File: config.mk
export PLATFORM = sky130hd
export DESIGN_NAME = fpa_queue
export DESIGN_NICKNAME = d
export VERILOG_FILES = /design/src/rtl/core/fpa_pkg.sv /design/src/rtl/core/fpa_queue.sv
export SDC_FILE = /design/constraint.sdc
export NUM_CORES = 1
export LEC_CHECK = 0
export BUFFER_PORTS_ARGS = -buffer_cell sky130_fd_sc_hd__buf_2
export CORE_ASPECT_RATIO = 1.25
export CORE_MARGIN = 4
export CORE_UTILIZATION = 40
export DETAILED_ROUTE_END_ITERATION = 8
export GPL_TIMING_DRIVEN = 0
export HOLD_SLACK_MARGIN = 0.06
export PLACE_DENSITY = 0.7
export SLEW_MARGIN = 15
export SYNTH_ARGS = -nofsm -noshare
export SYNTH_HDL_FRONTEND = slang
export SYNTH_SLANG_ARGS = --single-unit
File: constraint.sdc
create_clock -name clk -period 4.6 [get_ports clk]
set_input_delay 0.23 -clock clk [delete_from_list [all_inputs] [get_ports clk]]
set_output_delay 0.23 -clock clk [all_outputs]
set_load 0.05 [all_outputs]
File: src/rtl/core/fpa_pkg.sv
// shared constants, opcodes, error codes and item types of the fixed-point alu
// no dependencies
`default_nettype none
package fpa_pkg;

  localparam int WORD_BITS = 32;
  localparam int FRAC_BITS = 8;
  localparam int FUNC_BITS = 4;
  localparam int ERR_BITS = 2;
  localparam int QUO_BITS = WORD_BITS + FRAC_BITS;
  localparam int PROD_BITS = 2 * WORD_BITS;
  localparam int MAG_BITS = (PROD_BITS - FRAC_BITS > QUO_BITS + 1) ?
                            PROD_BITS - FRAC_BITS : QUO_BITS + 1;
  localparam int QUEUE_DEPTH = 4;
  localparam int QPTR_BITS = 2;
  localparam int STAGES = QUO_BITS + 2;

  localparam logic [FUNC_BITS-1:0] OP_ADD      = 4'd0;
  localparam logic [FUNC_BITS-1:0] OP_SUB      = 4'd1;
  localparam logic [FUNC_BITS-1:0] OP_MUL      = 4'd2;
  localparam logic [FUNC_BITS-1:0] OP_DIV      = 4'd3;
  localparam logic [FUNC_BITS-1:0] OP_GT       = 4'd4;
  localparam logic [FUNC_BITS-1:0] OP_LT       = 4'd5;
  localparam logic [FUNC_BITS-1:0] OP_GE       = 4'd6;
  localparam logic [FUNC_BITS-1:0] OP_LE       = 4'd7;
  localparam logic [FUNC_BITS-1:0] OP_EQ       = 4'd8;
  localparam logic [FUNC_BITS-1:0] OP_NE       = 4'd9;
  localparam logic [FUNC_BITS-1:0] OP_MIN      = 4'd10;
  localparam logic [FUNC_BITS-1:0] OP_MAX      = 4'd11;
  localparam logic [FUNC_BITS-1:0] OP_INC      = 4'd12;
  localparam logic [FUNC_BITS-1:0] OP_DEC      = 4'd13;
  localparam logic [FUNC_BITS-1:0] OP_TO_INT   = 4'd14;
  localparam logic [FUNC_BITS-1:0] OP_FROM_INT = 4'd15;

  localparam logic [ERR_BITS-1:0] ERR_NONE     = 2'd0;
  localparam logic [ERR_BITS-1:0] ERR_DIV_ZERO = 2'd1;
  localparam logic [ERR_BITS-1:0] ERR_OVERFLOW = 2'd2;

  // classified request, front to back
  typedef struct packed {
    logic [FUNC_BITS-1:0] func;
    logic [WORD_BITS-1:0] a;
    logic [WORD_BITS-1:0] b;
    logic                 na;
    logic                 nb;
    logic [WORD_BITS-1:0] ma;
    logic [WORD_BITS-1:0] mb;
    logic                 bzero;
  } fpa_item_t;

  // one slot of the execution pipeline
  typedef struct packed {
    logic [FUNC_BITS-1:0] func;
    logic                 neg;
    logic                 bzero;
    logic [WORD_BITS-1:0] val;
    logic                 cmp;
    logic [ERR_BITS-1:0]  err;
    logic [PROD_BITS-1:0] prod;
    logic [MAG_BITS-1:0]  mag;
    logic [QUO_BITS-1:0]  num;
    logic [WORD_BITS-1:0] rem;
    logic [QUO_BITS-1:0]  quo;
    logic [WORD_BITS-1:0] dvs;
  } fpa_stage_t;

  // most positive or most negative word
  function automatic logic [WORD_BITS-1:0] sat_word(input logic neg);
    sat_word = {neg, {(WORD_BITS-1){~neg}}};
  endfunction

endpackage
`default_nettype wire

File: src/rtl/core/fpa_queue.sv
// short fifo of classified requests between front and back
// depends on fpa_pkg
`default_nettype none
module fpa_queue import fpa_pkg::*; (
  input  wire logic      clk,
  input  wire logic      rst,
  input  wire logic      push,
  input  fpa_item_t      push_item,
  output logic           full,
  input  wire logic      pop,
  output fpa_item_t      pop_item,
  output logic           empty
);

  fpa_item_t              slots [QUEUE_DEPTH];
  logic [QPTR_BITS-1:0]   wr_ptr;
  logic [QPTR_BITS-1:0]   rd_ptr;
  logic [QPTR_BITS:0]     count;

  assign full     = (count == (QPTR_BITS+1)'(QUEUE_DEPTH));
  assign empty    = (count == '0);
  assign pop_item = slots[rd_ptr];

  always_ff @(posedge clk) begin
    if (rst) begin
      wr_ptr <= '0;
      rd_ptr <= '0;
      count  <= '0;
    end else begin
      if (push) begin
        wr_ptr <= wr_ptr + 1'b1;
      end
      if (pop) begin
        rd_ptr <= rd_ptr + 1'b1;
      end
      if (push && !pop) begin
        count <= count + 1'b1;
      end else if (pop && !push) begin
        count <= count - 1'b1;
      end
    end
  end

  always_ff @(posedge clk) begin
    if (push) begin
      slots[wr_ptr] <= push_item;
    end
  end

endmodule
`default_nettype wire

==> flow_summary.html <==
<table>
<tr><th>Metric</th><th>Value</th></tr>
<tr><th colspan="2">Yosys</th></tr>
<tr><td>Post-Syn Instances</td><td>749</td></tr>
<tr><td>Synthesized area divided by synthesized cell count</td><td>26.53 µm²</td></tr>
<tr><td>Synth Net Count</td><td>894</td></tr>
<tr><td>Area of the mapped netlist</td><td>19870 µm²</td></tr>
<tr><td>Seq/Total Area, Yosys</td><td>82.50%</td></tr>
<tr><td>Number of flip-flops and latches in the synthesized netlist</td><td>549</td></tr>
<tr><td>Unique masters post-synth</td><td>22</td></tr>
<tr><td>Warning count from the yosys run</td><td>0</td></tr>
<tr><th colspan="2">Worst hold path</th></tr>
<tr><td>Capture endpoint of the worst hold path</td><td>slots[3][37]</td></tr>
<tr><td>Hold Path Origin</td><td>push_item[37]</td></tr>
<tr><td>Worst hold stages</td><td>2</td></tr>
<tr><td>Path category of the worst min-delay check</td><td>in2reg</td></tr>
<tr><th colspan="2">Timing</th></tr>
<tr><td>Period Utilization, post-route</td><td>60.37%</td></tr>
<tr><td>Tightest slew margin relative to the limit</td><td>48.35%</td></tr>
<tr><td>FMAX</td><td>360.1 MHz</td></tr>
<tr><td>Number of failing hold endpoints at the final stage</td><td>0</td></tr>
<tr><td>Summed negative setup slack over all endpoints</td><td>0 ns</td></tr>
<tr><td>Total count of max-transition violations in the final report</td><td>0</td></tr>
<tr><td>Minimum period implied by the final worst setup slack</td><td>2.777 ns</td></tr>
<tr><td>Final hold slack</td><td>0.3862 ns</td></tr>
<tr><td>Actual transition at the worst max-transition pin</td><td>0.7748 ns</td></tr>
<tr><td>Largest clock skew in the final design</td><td>0.01650 ns</td></tr>
<tr><td>Final-report setup violation count</td><td>0</td></tr>
<tr><td>Unrepaired setup endpoints after global routing</td><td>false</td></tr>
<tr><th colspan="2">GRT</th></tr>
<tr><td>Total congestion overflow after global routing</td><td>0</td></tr>
<tr><td>Maximum number of pins on one net before global-route repair</td><td>46</td></tr>
<tr><td>Wire length of the first global-routing pass</td><td>63.34 mm</td></tr>
<tr><td>Number of antenna violations at the first check in global routing</td><td>2</td></tr>
<tr><td>Global routing usage summed across all routing layers</td><td>15.36%</td></tr>
<tr><td>Vias in the first global route</td><td>10652</td></tr>
<tr><th colspan="2">Run status</th></tr>
<tr><td>Outcome</td><td>finished, final reports clean</td></tr>
<tr><th colspan="2">Detailed routing</th></tr>
<tr><td>DR vias</td><td>9554</td></tr>
<tr><td>Detailed router's first-iteration violation count</td><td>504</td></tr>
<tr><td>Antenna violation net count after detailed routing</td><td>0</td></tr>
<tr><td>Per-cell routed wire length</td><td>21.21 µm</td></tr>
<tr><td>Post-route DRC</td><td>0</td></tr>
<tr><td>Number of detailed-routing iterations run before antenna repair</td><td>7</td></tr>
<tr><td>Post-detailed-routing wire length</td><td>40.85 mm</td></tr>
<tr><td>Average via count per standard cell</td><td>4.961</td></tr>
<tr><th colspan="2">Place</th></tr>
<tr><td>Total instance count after detailed placement</td><td>1686</td></tr>
<tr><td>Placer's final routability congestion estimate</td><td>0.6997</td></tr>
<tr><td>HPWL after detailed placement</td><td>24.98 mm</td></tr>
<tr><td># port buffers</td><td>274</td></tr>
<tr><th colspan="2">Final layout</th></tr>
<tr><td>Number of standard cells in the layout, taps in and fillers out</td><td>1926</td></tr>
<tr><td>Most used cells in the layout excluding fill and tap cells</td><td>edfxtp_1, buf_2, dlygate4sd3_1</td></tr>
<tr><td>Post-layout utilization of the core</td><td>51.81%</td></tr>
<tr><td>Share of layout cells above drive strength 1</td><td>41.60%</td></tr>
<tr><td>Number of nets in the final layout</td><td>1374</td></tr>
<tr><td>Layout Area Growth over Synthesis</td><td>28.52%</td></tr>
<tr><td>Most common cell after layout, fill and taps aside</td><td>edfxtp_1</td></tr>
<tr><th colspan="2">Pwr</th></tr>
<tr><td>Leakage power of the design</td><td>8.698 nW</td></tr>
<tr><td>Pwr/cell area</td><td>466.7 nW/µm²</td></tr>
<tr><td>Power after layout</td><td>11.92 mW</td></tr>
<tr><td>Worst-case vdd ir drop</td><td>0.3991 mV</td></tr>
<tr><th colspan="2">Job</th></tr>
<tr><td>Max_cap viols</td><td>0</td></tr>
<tr><th colspan="2">Clock network</th></tr>
<tr><td>Worst-Skew Late Latency</td><td>0.58 ns</td></tr>
<tr><td>Level count of the clock H-tree</td><td>2</td></tr>
<tr><td>TritonCTS clock tree</td><td>done</td></tr>
<tr><td>CTS buffer count</td><td>53</td></tr>
<tr><td>Buffer cell driving the clock tree root</td><td>clkbuf_16</td></tr>
<tr><td>Clock input transition at the sequential cells of the worst setup and hold paths</td><td>0.06 ns</td></tr>
<tr><td>Sinks on Clock Net</td><td>549</td></tr>
<tr><td>Largest buffer count on any clock path</td><td>3</td></tr>
<tr><td>Post-CTS resize count</td><td>0</td></tr>
<tr><th colspan="2">Critical path</th></tr>
<tr><td>Biggest cell delay along the critical path</td><td>0.38 ns</td></tr>
<tr><td>Crit path max-delay family</td><td>buffers and inverters</td></tr>
<tr><td>Worst Path Max Fanout</td><td>10</td></tr>
<tr><td>Register-to-register path setup slack</td><td>2.55 ns</td></tr>
<tr><td>Startpoint type of the worst setup path</td><td>flip-flop</td></tr>
<tr><td>Depth of the critical timing path with buffers and inverters included</td><td>5</td></tr>
<tr><td>Crit-path most repeated cell</td><td>buf_2</td></tr>
<tr><td>Combined buffer and inverter count along the critical path</td><td>4</td></tr>
<tr><td>Endpoint kind of the worst setup timing path</td><td>output port</td></tr>
<tr><td>Cell count of the worst reg-to-reg path</td><td>5</td></tr>
<tr><td>Destination of the worst register-to-register timing path</td><td>slots[2][132]</td></tr>
<tr><td>Crit Reg-Reg Startpoint</td><td>wr_ptr[0]</td></tr>
<tr><td>Crit-path cells</td><td>buf_2 -&gt; buf_2 -&gt; buf_2 -&gt; mux4_2 -&gt; buf_2</td></tr>
<tr><td>Data required, critical path</td><td>4.37 ns</td></tr>
<tr><td>Critical path start-end classification</td><td>reg2out</td></tr>
<tr><td>Cell with the largest stage delay on the worst path</td><td>buf_2</td></tr>
<tr><td>Data arrival time of the worst path</td><td>2.55 ns</td></tr>
<tr><th colspan="2">Floorplan</th></tr>
<tr><td>Initial core utilization</td><td>40.31%</td></tr>
<tr><td>Standard cell core area</td><td>49300 µm²</td></tr>
<tr><td>Die area</td><td>53340 µm²</td></tr>
<tr><td>Row Count</td><td>91</td></tr>
<tr><td>Chip height</td><td>257.2 µm</td></tr>
<tr><td>Die width</td><td>207.4 µm</td></tr>
<tr><td>Top-level port count</td><td>276</td></tr>
</table>
==> worst register-to-register path: stages, from the launching register on <==
cell and delay, ns:
dfxtp_1 0.35, inv_1 0.10, ha_1 0.16, and2_4 0.54
buf_12 0.29, buf_16 0.27
==> where the power goes <==
part	internal (mW)	switching, mW	total, mW
sequential	5.75	0.0523	5.80
clock	2.56	1.79	4.35
combinational	0.579	1.19	1.77
==> cells by family (layout without fill, tap and decap cells) <==
| group | after synthesis | after routing | share of synthesized area [%] |
|---|---|---|---|
| flops | 549 | 549 | 82.50 |
| fa+ha+maj | 6 | 6 | 0.4155 |
| buf+inv | 35 | 560 | 1.039 |
| xor+xnor | 5 | 5 | 0.2204 |
| compound gates | 2 | 2 | 0.05032 |
| other cells | 0 | 1 | 0 |
| simple gates | 15 | 15 | 0.3715 |
| mux | 137 | 137 | 15.40 |
==> cells in the mapped netlist <==
cell / n / share of area (%)
buf_4: 1 / 0.038
dfxtp_1: 9 / 0.91
nor3_1: 1 / 0.025
a21oi_1: 1 / 0.025
or3_1: 1 / 0.032
ha_1: 5 / 0.31
xor2_1: 3 / 0.13
nor3b_1: 1 / 0.038
nor2_1: 7 / 0.13
and2_1: 4 / 0.13
inv_1: 4 / 0.076
o21ai_0: 1 / 0.025
fa_1: 1 / 0.10
xnor2_1: 2 / 0.088
buf_6: 7 / 0.40
buf_2: 15 / 0.38
mux4_2: 135 / 15
edfxtp_1: 540 / 82
clkbuf_1: 7 / 0.13
buf_1: 1 / 0.019
nand2_1: 1 / 0.019
mux2i_1: 2 / 0.10
==> state kept, by name, summed over array words and instances, names as in the netlist, named ones only <==
| signal | count |
|---|---|
| count | 3 |
| rd_ptr | 2 |
| slots | 540 |
| wr_ptr | 2 |
==> worst max path at each step <==
stage	end	slack (ns)
after floorplan	slots[0][0]	0.45
after detailed placement	pop_item[74]	2.31
after global routing	pop_item[74]	1.64
after global placement	slots[0][85]	-2.35
after CTS	pop_item[74]	1.66
final	pop_item[78]	1.82
==> final cells by class <==
cell class,instances,area (µm²)
Antenna cell,1,2.502
Buffer,31,191.4
Clock buffer,67,1473
Clock inverter,33,305.3
Fill cell,3817,23760
Inverter,4,15.01
Multi-Input combinational cell,165,3281
Sequential cell,549,16400
Tap cell,651,814.5
Timing Repair Buffer,425,3063
==> per-stage QoR <==
stage                     setup slack, ns  area, µm²
after detailed placement            2.310      22370
after global routing                1.644      25540
final                               1.823      25540
after global placement             -2.348      22060
after floorplan                    0.4533      19870
after CTS                           1.658      25540
==> what timing repair did <==
action	4_1_cts	5_1_grt
buffers inserted	0	0
endpoints found under the hold margin	549	0
hold buffers	139	0
==> layer usage <==
layer / routed length (µm) / share of wire, % / track usage [%]
met1: 15580 / 38 / 18.68
met2: 21950 / 54 / 27.41
met3: 2314 / 5.7 / 3.609
met4: 990 / 2.4 / 4.703
met5: 13 / 0.032 / 0
No activity file was read; power rests on OpenSTA's default activity.
