[config.mk]
export PLATFORM = sky130hd
export DESIGN_NAME = fpa_front
export DESIGN_NICKNAME = d
export VERILOG_FILES = /design/src/rtl/core/fpa_pkg.sv /design/src/rtl/core/fpa_front.sv
export SDC_FILE = /design/constraint.sdc
export NUM_CORES = 1
export LEC_CHECK = 0
export BUFFER_PORTS_ARGS = -buffer_cell sky130_fd_sc_hd__buf_2
export CAP_MARGIN = 20
export CORE_MARGIN = 3
export CORE_UTILIZATION = 46
export CTS_BUF_LIST = sky130_fd_sc_hd__clkbuf_2 sky130_fd_sc_hd__clkbuf_4 sky130_fd_sc_hd__clkbuf_8
export DETAILED_ROUTE_END_ITERATION = 10
export HOLD_SLACK_MARGIN = 0.05
export PLACE_DENSITY = 0.77
export REMOVE_ABC_BUFFERS = 1
export SYNTH_ARGS = -nofsm -noshare
export SYNTH_HDL_FRONTEND = slang
export SYNTH_SLANG_ARGS = --single-unit
[constraint.sdc]
create_clock -name clk -period 4.17 [get_ports clk]
set_clock_uncertainty 0.15 [all_clocks]
set_input_delay 0.6255 -clock clk [delete_from_list [all_inputs] [get_ports clk]]
set_output_delay 0.6255 -clock clk [all_outputs]
set_load 0.02 [all_outputs]
[src/rtl/core/fpa_pkg.sv]
// shared constants, opcodes, error codes and item types of the fixed-point alu
// no dependencies
`default_nettype none
package fpa_pkg;

  localparam int WORD_BITS = 32;
  localparam int FRAC_BITS = 8;
  localparam int FUNC_BITS = 4;
  localparam int ERR_BITS = 2;
  localparam int QUO_BITS = WORD_BITS + FRAC_BITS;
  localparam int PROD_BITS = 2 * WORD_BITS;
  localparam int MAG_BITS = (PROD_BITS - FRAC_BITS > QUO_BITS + 1) ?
                            PROD_BITS - FRAC_BITS : QUO_BITS + 1;
  localparam int QUEUE_DEPTH = 4;
  localparam int QPTR_BITS = 2;
  localparam int STAGES = QUO_BITS + 2;

  localparam logic [FUNC_BITS-1:0] OP_ADD      = 4'd0;
  localparam logic [FUNC_BITS-1:0] OP_SUB      = 4'd1;
  localparam logic [FUNC_BITS-1:0] OP_MUL      = 4'd2;
  localparam logic [FUNC_BITS-1:0] OP_DIV      = 4'd3;
  localparam logic [FUNC_BITS-1:0] OP_GT       = 4'd4;
  localparam logic [FUNC_BITS-1:0] OP_LT       = 4'd5;
  localparam logic [FUNC_BITS-1:0] OP_GE       = 4'd6;
  localparam logic [FUNC_BITS-1:0] OP_LE       = 4'd7;
  localparam logic [FUNC_BITS-1:0] OP_EQ       = 4'd8;
  localparam logic [FUNC_BITS-1:0] OP_NE       = 4'd9;
  localparam logic [FUNC_BITS-1:0] OP_MIN      = 4'd10;
  localparam logic [FUNC_BITS-1:0] OP_MAX      = 4'd11;
  localparam logic [FUNC_BITS-1:0] OP_INC      = 4'd12;
  localparam logic [FUNC_BITS-1:0] OP_DEC      = 4'd13;
  localparam logic [FUNC_BITS-1:0] OP_TO_INT   = 4'd14;
  localparam logic [FUNC_BITS-1:0] OP_FROM_INT = 4'd15;

  localparam logic [ERR_BITS-1:0] ERR_NONE     = 2'd0;
  localparam logic [ERR_BITS-1:0] ERR_DIV_ZERO = 2'd1;
  localparam logic [ERR_BITS-1:0] ERR_OVERFLOW = 2'd2;

  // classified request, front to back
  typedef struct packed {
    logic [FUNC_BITS-1:0] func;
    logic [WORD_BITS-1:0] a;
    logic [WORD_BITS-1:0] b;
    logic                 na;
    logic                 nb;
    logic [WORD_BITS-1:0] ma;
    logic [WORD_BITS-1:0] mb;
    logic                 bzero;
  } fpa_item_t;

  // one slot of the execution pipeline
  typedef struct packed {
    logic [FUNC_BITS-1:0] func;
    logic                 neg;
    logic                 bzero;
    logic [WORD_BITS-1:0] val;
    logic                 cmp;
    logic [ERR_BITS-1:0]  err;
    logic [PROD_BITS-1:0] prod;
    logic [MAG_BITS-1:0]  mag;
    logic [QUO_BITS-1:0]  num;
    logic [WORD_BITS-1:0] rem;
    logic [QUO_BITS-1:0]  quo;
    logic [WORD_BITS-1:0] dvs;
  } fpa_stage_t;

  // most positive or most negative word
  function automatic logic [WORD_BITS-1:0] sat_word(input logic neg);
    sat_word = {neg, {(WORD_BITS-1){~neg}}};
  endfunction

endpackage
`default_nettype wire

[src/rtl/core/fpa_front.sv]
// front end: accepts requests and classifies operands (signs, magnitudes)
// depends on fpa_pkg
`default_nettype none
module fpa_front import fpa_pkg::*; (
  input  wire logic                   clk,
  input  wire logic                   rst,
  input  wire logic                   in_valid,
  output logic                        in_ready,
  input  wire logic [FUNC_BITS-1:0]   in_func,
  input  wire logic [WORD_BITS-1:0]   in_a,
  input  wire logic [WORD_BITS-1:0]   in_b,
  output logic                        push,
  output fpa_item_t                   push_item,
  input  wire logic                   queue_full
);

  logic      held;
  fpa_item_t item;

  assign push      = held && !queue_full;
  assign in_ready  = !held || !queue_full;
  assign push_item = item;

  always_ff @(posedge clk) begin
    if (rst) begin
      held <= 1'b0;
    end else if (in_ready) begin
      held <= in_valid;
    end
  end

  always_ff @(posedge clk) begin
    if (in_valid && in_ready) begin
      item.func  <= in_func;
      item.a     <= in_a;
      item.b     <= in_b;
      item.na    <= in_a[WORD_BITS-1];
      item.nb    <= in_b[WORD_BITS-1];
      item.ma    <= in_a[WORD_BITS-1] ? (~in_a + 1'b1) : in_a;
      item.mb    <= in_b[WORD_BITS-1] ? (~in_b + 1'b1) : in_b;
      item.bzero <= (in_b == '0);
    end
  end

endmodule
`default_nettype wire

==> results.sh, run 1 <==
export IMPL_worst_ep_arrival_time_ps=2430
export IMPL_h_tree_depth=4
export IMPL_drive_gt1_share_pct=43.53
export IMPL_rsz0062_at_grt="false"
export IMPL_dieArea_mm2=0.01317
export IMPL_syn_area_mm2=0.005440
export IMPL_worstPathRequired_ps=4190
export IMPL_maxCapViolCount=0
export IMPL_track_usage_pct=19.10
export IMPL_die_x_um=114.8
export IMPL_synth_cells=344
export IMPL_drtIter0Drc=351
export IMPL_yosys_warnings=0
export IMPL_hold_buffers=0
export IMPL_drc=0
export IMPL_fmax_mhz=414.6
export IMPL_cts_buffers=17
export IMPL_setup_viol=0
export IMPL_worstPathCellList="buf_2 > nor4_1 > nand3_1 > o41ai_1 > xnor2_1"
export IMPL_synth_area_per_cell_um2=15.81
export IMPL_syn2layout_area_growth_pct=28.96
export IMPL_final_area_mm2=0.007015
export IMPL_crit_slowest_cell="o41ai_1"
export IMPL_dp_hpwl_um=9192
export IMPL_run_status="complete, no violations"
export IMPL_placed_cell_area_mm2=0.006623
export IMPL_wl_per_cell_um=17.43
export IMPL_fin_setup_tns_ps=0
export IMPL_vias=3895
export IMPL_instances_no_fill=715
export IMPL_final_antenna_net_count=0
export IMPL_pin_count=209
export IMPL_crit_buf_inv=1
export IMPL_p_leak_uw=0.002698
export IMPL_port_buffers=208
export IMPL_grt_overflow_total=0
export IMPL_post_cts_resized_instances=0
export IMPL_grt_pass1_wl_um=19080
export IMPL_grt_pass1_vias=3786
export IMPL_clk_pin_slew_worst_paths_ps=70
export IMPL_ys_ff_latch=132
export IMPL_slew_headroom_pct=56.26
export IMPL_drt_wl_total_um=12460
export IMPL_finalHoldViolations=0
export IMPL_clock_root_buffer="clkbuf_8"
export IMPL_start_util_pct=47.44
export IMPL_max_stage_delay_ps=630
export IMPL_fillCellCount=862
export IMPL_nNetsFinal=636
export IMPL_fin_crit_sh_pct=57.84
export IMPL_multiInputGateArea_mm2=0.001388
export IMPL_diodes=0
export IMPL_slew_violations=0
export IMPL_p_per_area_mw_per_mm2=438.5
export IMPL_cts_tree="done"
export IMPL_synth_cell_type_count=38
export IMPL_drt_vias_per_instance=5.448
export IMPL_hp_class="input port to flip-flop"
export IMPL_tightest_slew_ps=656.1
export IMPL_dpl_cell_count=684
export IMPL_clock_path_buffers=2
export IMPL_crit_path_max_fanout=17
export IMPL_end_kind="flip-flop"
export IMPL_cts_num_sinks=132
export IMPL_seqCellArea_mm2=0.003954
export IMPL_first_pass_iters=5
export IMPL_grt_start_max_net_pins=66
export IMPL_crit_type="input port to flip-flop"
export IMPL_cp_start_kind="input port"
export IMPL_rows=39
export IMPL_die_y_um=114.8
export IMPL_min_period_ps=2412
export IMPL_postCtsSetupRepairBufs=0
export IMPL_critical_path_top_delay_family="simple AND/OR/NAND/NOR gates"
export IMPL_ir_drop_v=0.0003196
export IMPL_antenna_found_initial=0
export IMPL_core_mm2=0.01147
export IMPL_gp_congestion=0.8806
export IMPL_yosysSeqAreaShare_pct=72.68
export IMPL_clock_latency_ps=420
-- cells in the mapped netlist --
cell / count / area (µm²)
nor4_1: 8 / 50.05
o41a_1: 1 / 11.26
nand4_1: 2 / 12.51
ha_1: 4 / 50.05
or4_1: 8 / 60.06
clkbuf_8: 1 / 13.76
nand2b_1: 5 / 31.28
inv_1: 5 / 18.77
clkbuf_1: 9 / 33.78
xor2_1: 13 / 113.9
nand3b_1: 2 / 15.01
edfxtp_1: 131 / 3934
a41oi_1: 3 / 26.28
or2_2: 2 / 12.51
nor4_2: 1 / 12.51
nand3_1: 3 / 15.01
or4b_1: 1 / 10.01
o31a_1: 1 / 8.760
nand2_1: 12 / 45.04
o31ai_1: 17 / 127.6
or4b_2: 1 / 10.01
nor2b_1: 1 / 6.260
nor3_1: 7 / 35.03
and3_1: 1 / 6.260
o41ai_1: 12 / 105.1
and2_1: 1 / 6.260
nor2_1: 10 / 37.54
or3_2: 1 / 7.510
a31oi_1: 5 / 31.28
or3_1: 8 / 50.05
dfxtp_1: 1 / 20.02
buf_2: 1 / 5.000
nor4bb_1: 1 / 10.01
buf_4: 4 / 30.03
o21ai_0: 11 / 55.05
a21oi_1: 4 / 20.02
or4_2: 1 / 8.760
xnor2_1: 45 / 394.1
-- where the power goes --
| group | internal [µW] | switching, µW |
|---|---|---|
| sequential | 1570 | 23.0 |
| combinational | 138 | 275 |
| clock | 600 | 465 |
| total | 2310 | 764 |
-- cell families (layout without fill, tap and decap cells) --
kind of cell,after synthesis,after routing,synth area share [%]
buffers and inverters,20,248,1.863
adders and majority gates,4,4,0.9200
and+or+nand+nor,76,76,8.119
DFF,132,132,72.68
AOI/OAI and AO/OA,54,54,7.084
xor gates and xnor gates,58,58,9.338
-- placed cells by master (no fill, tap or decap), types with 5 or more instances in the layout --
cell type	n
clkbuf_8	17
a31oi_1	5
xor2_1	13
edfxtp_1	131
o21ai_0	11
or3_1	8
o41ai_1	12
or4_1	8
nand2b_1	5
inv_1	5
nor4_1	8
buf_2	208
nand2_1	12
xnor2_1	45
nor3_1	7
o31ai_1	17
nor2_1	10
-- layout make-up --
| class | instances | share of cell area (%) |
|---|---|---|
| clock buffers | 20 | 3.656 |
| clock inverters | 11 | 1.944 |
| inverters | 5 | 0.2675 |
| multi-input cells | 192 | 19.78 |
| flip-flops and latches | 132 | 56.36 |
| well taps | 143 | 2.550 |
| repair buffers | 212 | 15.44 |
-- worst paths after layout --
path / start / to / slack (ps) / depth (start not counted)
worst max-delay path: in_b[9] / push_item[22] / 1760 / 5
worst min-delay path: rst / held / 200 / 2
worst max register to register: held / push_item[5] / 2270 / 3
worst min register to register: held / held / 380 / 2
-- state kept, by name, indices dropped and copies added, names as in the netlist --
signal,cells
held,1
push_item,131
-- metrics by stage --
| step | worst slack [ps] | hold slack (ps) | power, µW | util (%) |
|---|---|---|---|---|
| 2_1_floorplan | -348.8 | 315.3 | 1863 | - |
| 3_3_place_gp | 1443 | 328.1 | 2032 | 57.75 |
| 3_5_place_dp | 1311 | 361.1 | 2044 | 57.75 |
| 4_1_cts | 1768 | 163.1 | 3107 | 61.18 |
| 5_1_grt | 1561 | 170.3 | 3204 | 61.18 |
| 6_report | 1758 | 198.7 | 3077 | 61.18 |
-- routing by layer --
metal,routed length (µm),track usage (%),vias up
li1,-,-,1785
met3,1464,7.842,27
met5,0,0,-
met2,6114,31.12,208
met1,4612,22.40,1875
met4,272,8.294,0
(Power assumes the default switching activity.)
==> inputs of run 2 (changes only) <==
--- a/config.mk
+++ b/config.mk
@@ -5,14 +5,15 @@
 export SDC_FILE = /design/constraint.sdc
 export NUM_CORES = 1
 export LEC_CHECK = 0
+export ABC_AREA = 1
 export BUFFER_PORTS_ARGS = -buffer_cell sky130_fd_sc_hd__buf_2
 export CAP_MARGIN = 20
 export CORE_MARGIN = 3
-export CORE_UTILIZATION = 46
+export CORE_UTILIZATION = 52
 export CTS_BUF_LIST = sky130_fd_sc_hd__clkbuf_2 sky130_fd_sc_hd__clkbuf_4 sky130_fd_sc_hd__clkbuf_8
 export DETAILED_ROUTE_END_ITERATION = 10
 export HOLD_SLACK_MARGIN = 0.05
-export PLACE_DENSITY = 0.77
+export PLACE_DENSITY = 0.8
 export REMOVE_ABC_BUFFERS = 1
 export SYNTH_ARGS = -nofsm -noshare
 export SYNTH_HDL_FRONTEND = slang
==> constraint.sdc (replaced) <==
create_clock -name clk -period 2.25 [get_ports clk]
set_clock_uncertainty 0.15 [all_clocks]
set_input_delay 0.3375 -clock clk [delete_from_list [all_inputs] [get_ports clk]]
set_output_delay 0.3375 -clock clk [all_outputs]
set_load 0.02 [all_outputs]
==> run 2 against run 1 <==
Against the previous run:
- global-route usage grew 8.1 points
- sequential cell count is the same
- first-iteration DRC count shrank 15%
- largest power group unchanged
- highest routed layer unchanged
==> results.sh, run 2 <==
export IMPL_run_status="complete, no violations"
export IMPL_clock_power_share_pct=32.0
export IMPL_ir_drop_v=0.0005678
export IMPL_pin_count=209
export IMPL_crit_path_max_fanout=4
export IMPL_dp_hpwl_um=11620
export IMPL_synth_edf_count=131
export IMPL_p_sw_uw=1534
export IMPL_port_buffers=208
export IMPL_min_from="in_b[31]"
export IMPL_grt_pass1_vias=5354
export IMPL_grt_start_max_net_pins=76
export IMPL_drtIter0Drc=300
export IMPL_start_util_pct=54.66
export IMPL_min_period_ps=2043
export IMPL_yosysMostFrequentCell="nand2_1"
export IMPL_h_tree_depth=4
export IMPL_multiInputGateArea_mm2=0.001913
export IMPL_fillCellCount=729
export IMPL_track_usage_pct=27.19
export IMPL_p_leak_uw=0.003574
export IMPL_yosysTopAreaCell="edfxtp_1"
export IMPL_tightest_slew_ps=454.0
export IMPL_synth_area_per_cell_um2=10.56
export IMPL_yosys_area_top_type_share_pct=64.69
export IMPL_rr_endpoint="push_item[20]"
export IMPL_maxCapViolCount=0
export IMPL_grt_pass1_wl_um=26940
export IMPL_grt_overflow_total=0
export IMPL_synthTopCellsByArea="edfxtp_1 (65%), nand2_1 (11%), nor2_1 (5.2%)"
export IMPL_p_int_uw=4252
export IMPL_largest_reg_flops=131
export IMPL_clock_root_buffer="clkbuf_8"
export IMPL_gp_congestion=0.9429
export IMPL_slew_violations=0
export IMPL_drt_wl_total_um=16950
export IMPL_end_kind="flip-flop"
export IMPL_fmax_mhz=489.5
export IMPL_slew_headroom_pct=69.41
export IMPL_final_antenna_net_count=0
export IMPL_layout_cells_most_common_list="buf_2 (208), nand2_1 (179), edfxtp_1 (131), nor2_1 (84), dlygate4sd3_1 (68)"
export IMPL_dieArea_mm2=0.01303
export IMPL_worst_ep_arrival_time_ps=2100
export IMPL_hold_end="push_item[98]"
export IMPL_holdPathStages=1
export IMPL_async_reset_ff_share_pct=0
export IMPL_r2r_setup_slack_ps=800
export IMPL_yosys_warnings=0
export IMPL_cts_tree="done"
export IMPL_syn_area_mm2=0.006081
export IMPL_antenna_found_initial=0
export IMPL_clock_path_buffers=2
export IMPL_swShare_pct=26.51
export IMPL_rows=38
export IMPL_fin_crit_sh_pct=90.79
export IMPL_setup_viol=0
export IMPL_syn2layout_area_growth_pct=36.81
export IMPL_post_cts_resized_instances=0
export IMPL_vias=5243
export IMPL_synth_cell_type_count=26
export IMPL_p_seq_share_pct=51.1
export IMPL_drt_vias_per_instance=5.166
export IMPL_utilization_pct=74.78
export IMPL_die_y_um=114.1
export IMPL_core_mm2=0.01113
export IMPL_worstPathRequired_ps=2300
export IMPL_cts_buffers=17
export IMPL_p_per_area_mw_per_mm2=695.5
export IMPL_drc=0
export IMPL_final_common_cell="buf_2"
export IMPL_p_total_uw=5786
export IMPL_r2r_start="held"
export IMPL_cp_start_kind="input port"
export IMPL_synth_cells=576
export IMPL_r2r_cells=2
export IMPL_crit_type="input port to flip-flop"
export IMPL_wl_per_cell_um=16.70
export IMPL_die_x_um=114.1
export IMPL_cts_num_sinks=132
export IMPL_yosysSeqAreaShare_pct=65.02
export IMPL_hp_class="input port to flip-flop"
export IMPL_rsz0062_at_grt="false"
export IMPL_ys_flop_type="edfxtp_1"
export IMPL_seqCellArea_mm2=0.003954
export IMPL_clk_pin_slew_worst_paths_ps=70
export IMPL_diodes=0
export IMPL_clock_latency_ps=450
export IMPL_first_pass_iters=5
export IMPL_drive_gt1_share_pct=30.86
export IMPL_comb_power_share_pct=16.9
export IMPL_ys_ff_latch=132
export IMPL_synthTopCellsByCount="nand2_1 (179), edfxtp_1 (131), nor2_1 (84)"
export IMPL_finalHoldViolations=0
export IMPL_nNetsFinal=940
-- run 2: cell count changes after synthesis, sizes merged, moves of 17 or more --
cell and change:
inv +33, nand2 +169, nand3 +33, nor2 +96, o31ai -17, xnor2 -25
-- run 2: worst max-delay path by stage --
stage | from | end | slack, ps | depth (start not counted)
floorplan | in_valid | push_item[0] | -5250 | 2
global placement | in_b[13] | push_item[18] | 380 | 7
detailed placement | in_b[13] | push_item[18] | 370 | 7
CTS | in_b[13] | push_item[18] | 280 | 8
global route | in_b[14] | push_item[18] | 140 | 8
finish | in_b[13] | push_item[18] | 210 | 8
-- run 2: worst max-delay path, cell delays in order --
cell and delay, ps:
dlygate4sd3_1 530, buf_2 150, nor2_1 210, nand2_1 180, o21ai_0 430, nand2_1 120
nand2_1 80, nand2_1 50
-- run 2: layout make-up --
| type | instances | area share [%] |
|---|---|---|
| flip-flops and latches | 132 | 47.53 |
| inverters | 39 | 1.775 |
| clock buffers | 21 | 3.173 |
| repair buffers | 280 | 21.36 |
| clock inverters | 9 | 1.068 |
| multi-input cells | 394 | 23.00 |
| well taps | 140 | 2.106 |
-- run 2: per-stage QoR --
step                hold slack [ps]  instances  instance area (µm²)  TNS (ps)  setup slack, ps
finish                        81.78       1015                 8319         0            207.2
detailed placement            355.6        917                 7286         0            371.3
CTS                           64.57       1015                 8319         0            283.4
floorplan                     256.6        565                 6003   -687730            -5250
global route                  65.46       1015                 8319         0            137.2
global placement              344.3        917                 7286         0            381.9
-- run 2: cell families after synthesis --
family                   synth area share [%]
AND/OR/NAND/NOR                         23.91
flip-flops                              65.02
buffers and inverters                   3.703
XOR/XNOR                                4.177
AO/OA/AOI/OAI                           2.366
adder cells (fa/ha/maj)                0.8231
-- run 2: power by group through the flow --
stage	logic (µW)	clock network [µW]	registers [µW]
after floorplan	276	0	3260
after global placement	856	0	3000
after detailed placement	874	0	3000
after CTS	970	1860	2950
after global routing	1060	1980	2970
final	981	1850	2950
-- run 2: timing repair --
item                                   4_1_cts  5_1_grt
endpoints found under the hold margin       69        0
buffers inserted                             0        0
hold buffers                                68        0
-- run 2: layer usage --
metal / routed length [µm] / global-route usage (%) / vias up
li1: - / - / 2485
met1: 5996 / 28.91 / 2416
met2: 8816 / 49.22 / 292
met3: 1497 / 8.087 / 50
met4: 641 / 12.75 / 0
met5: 0 / 0 / -
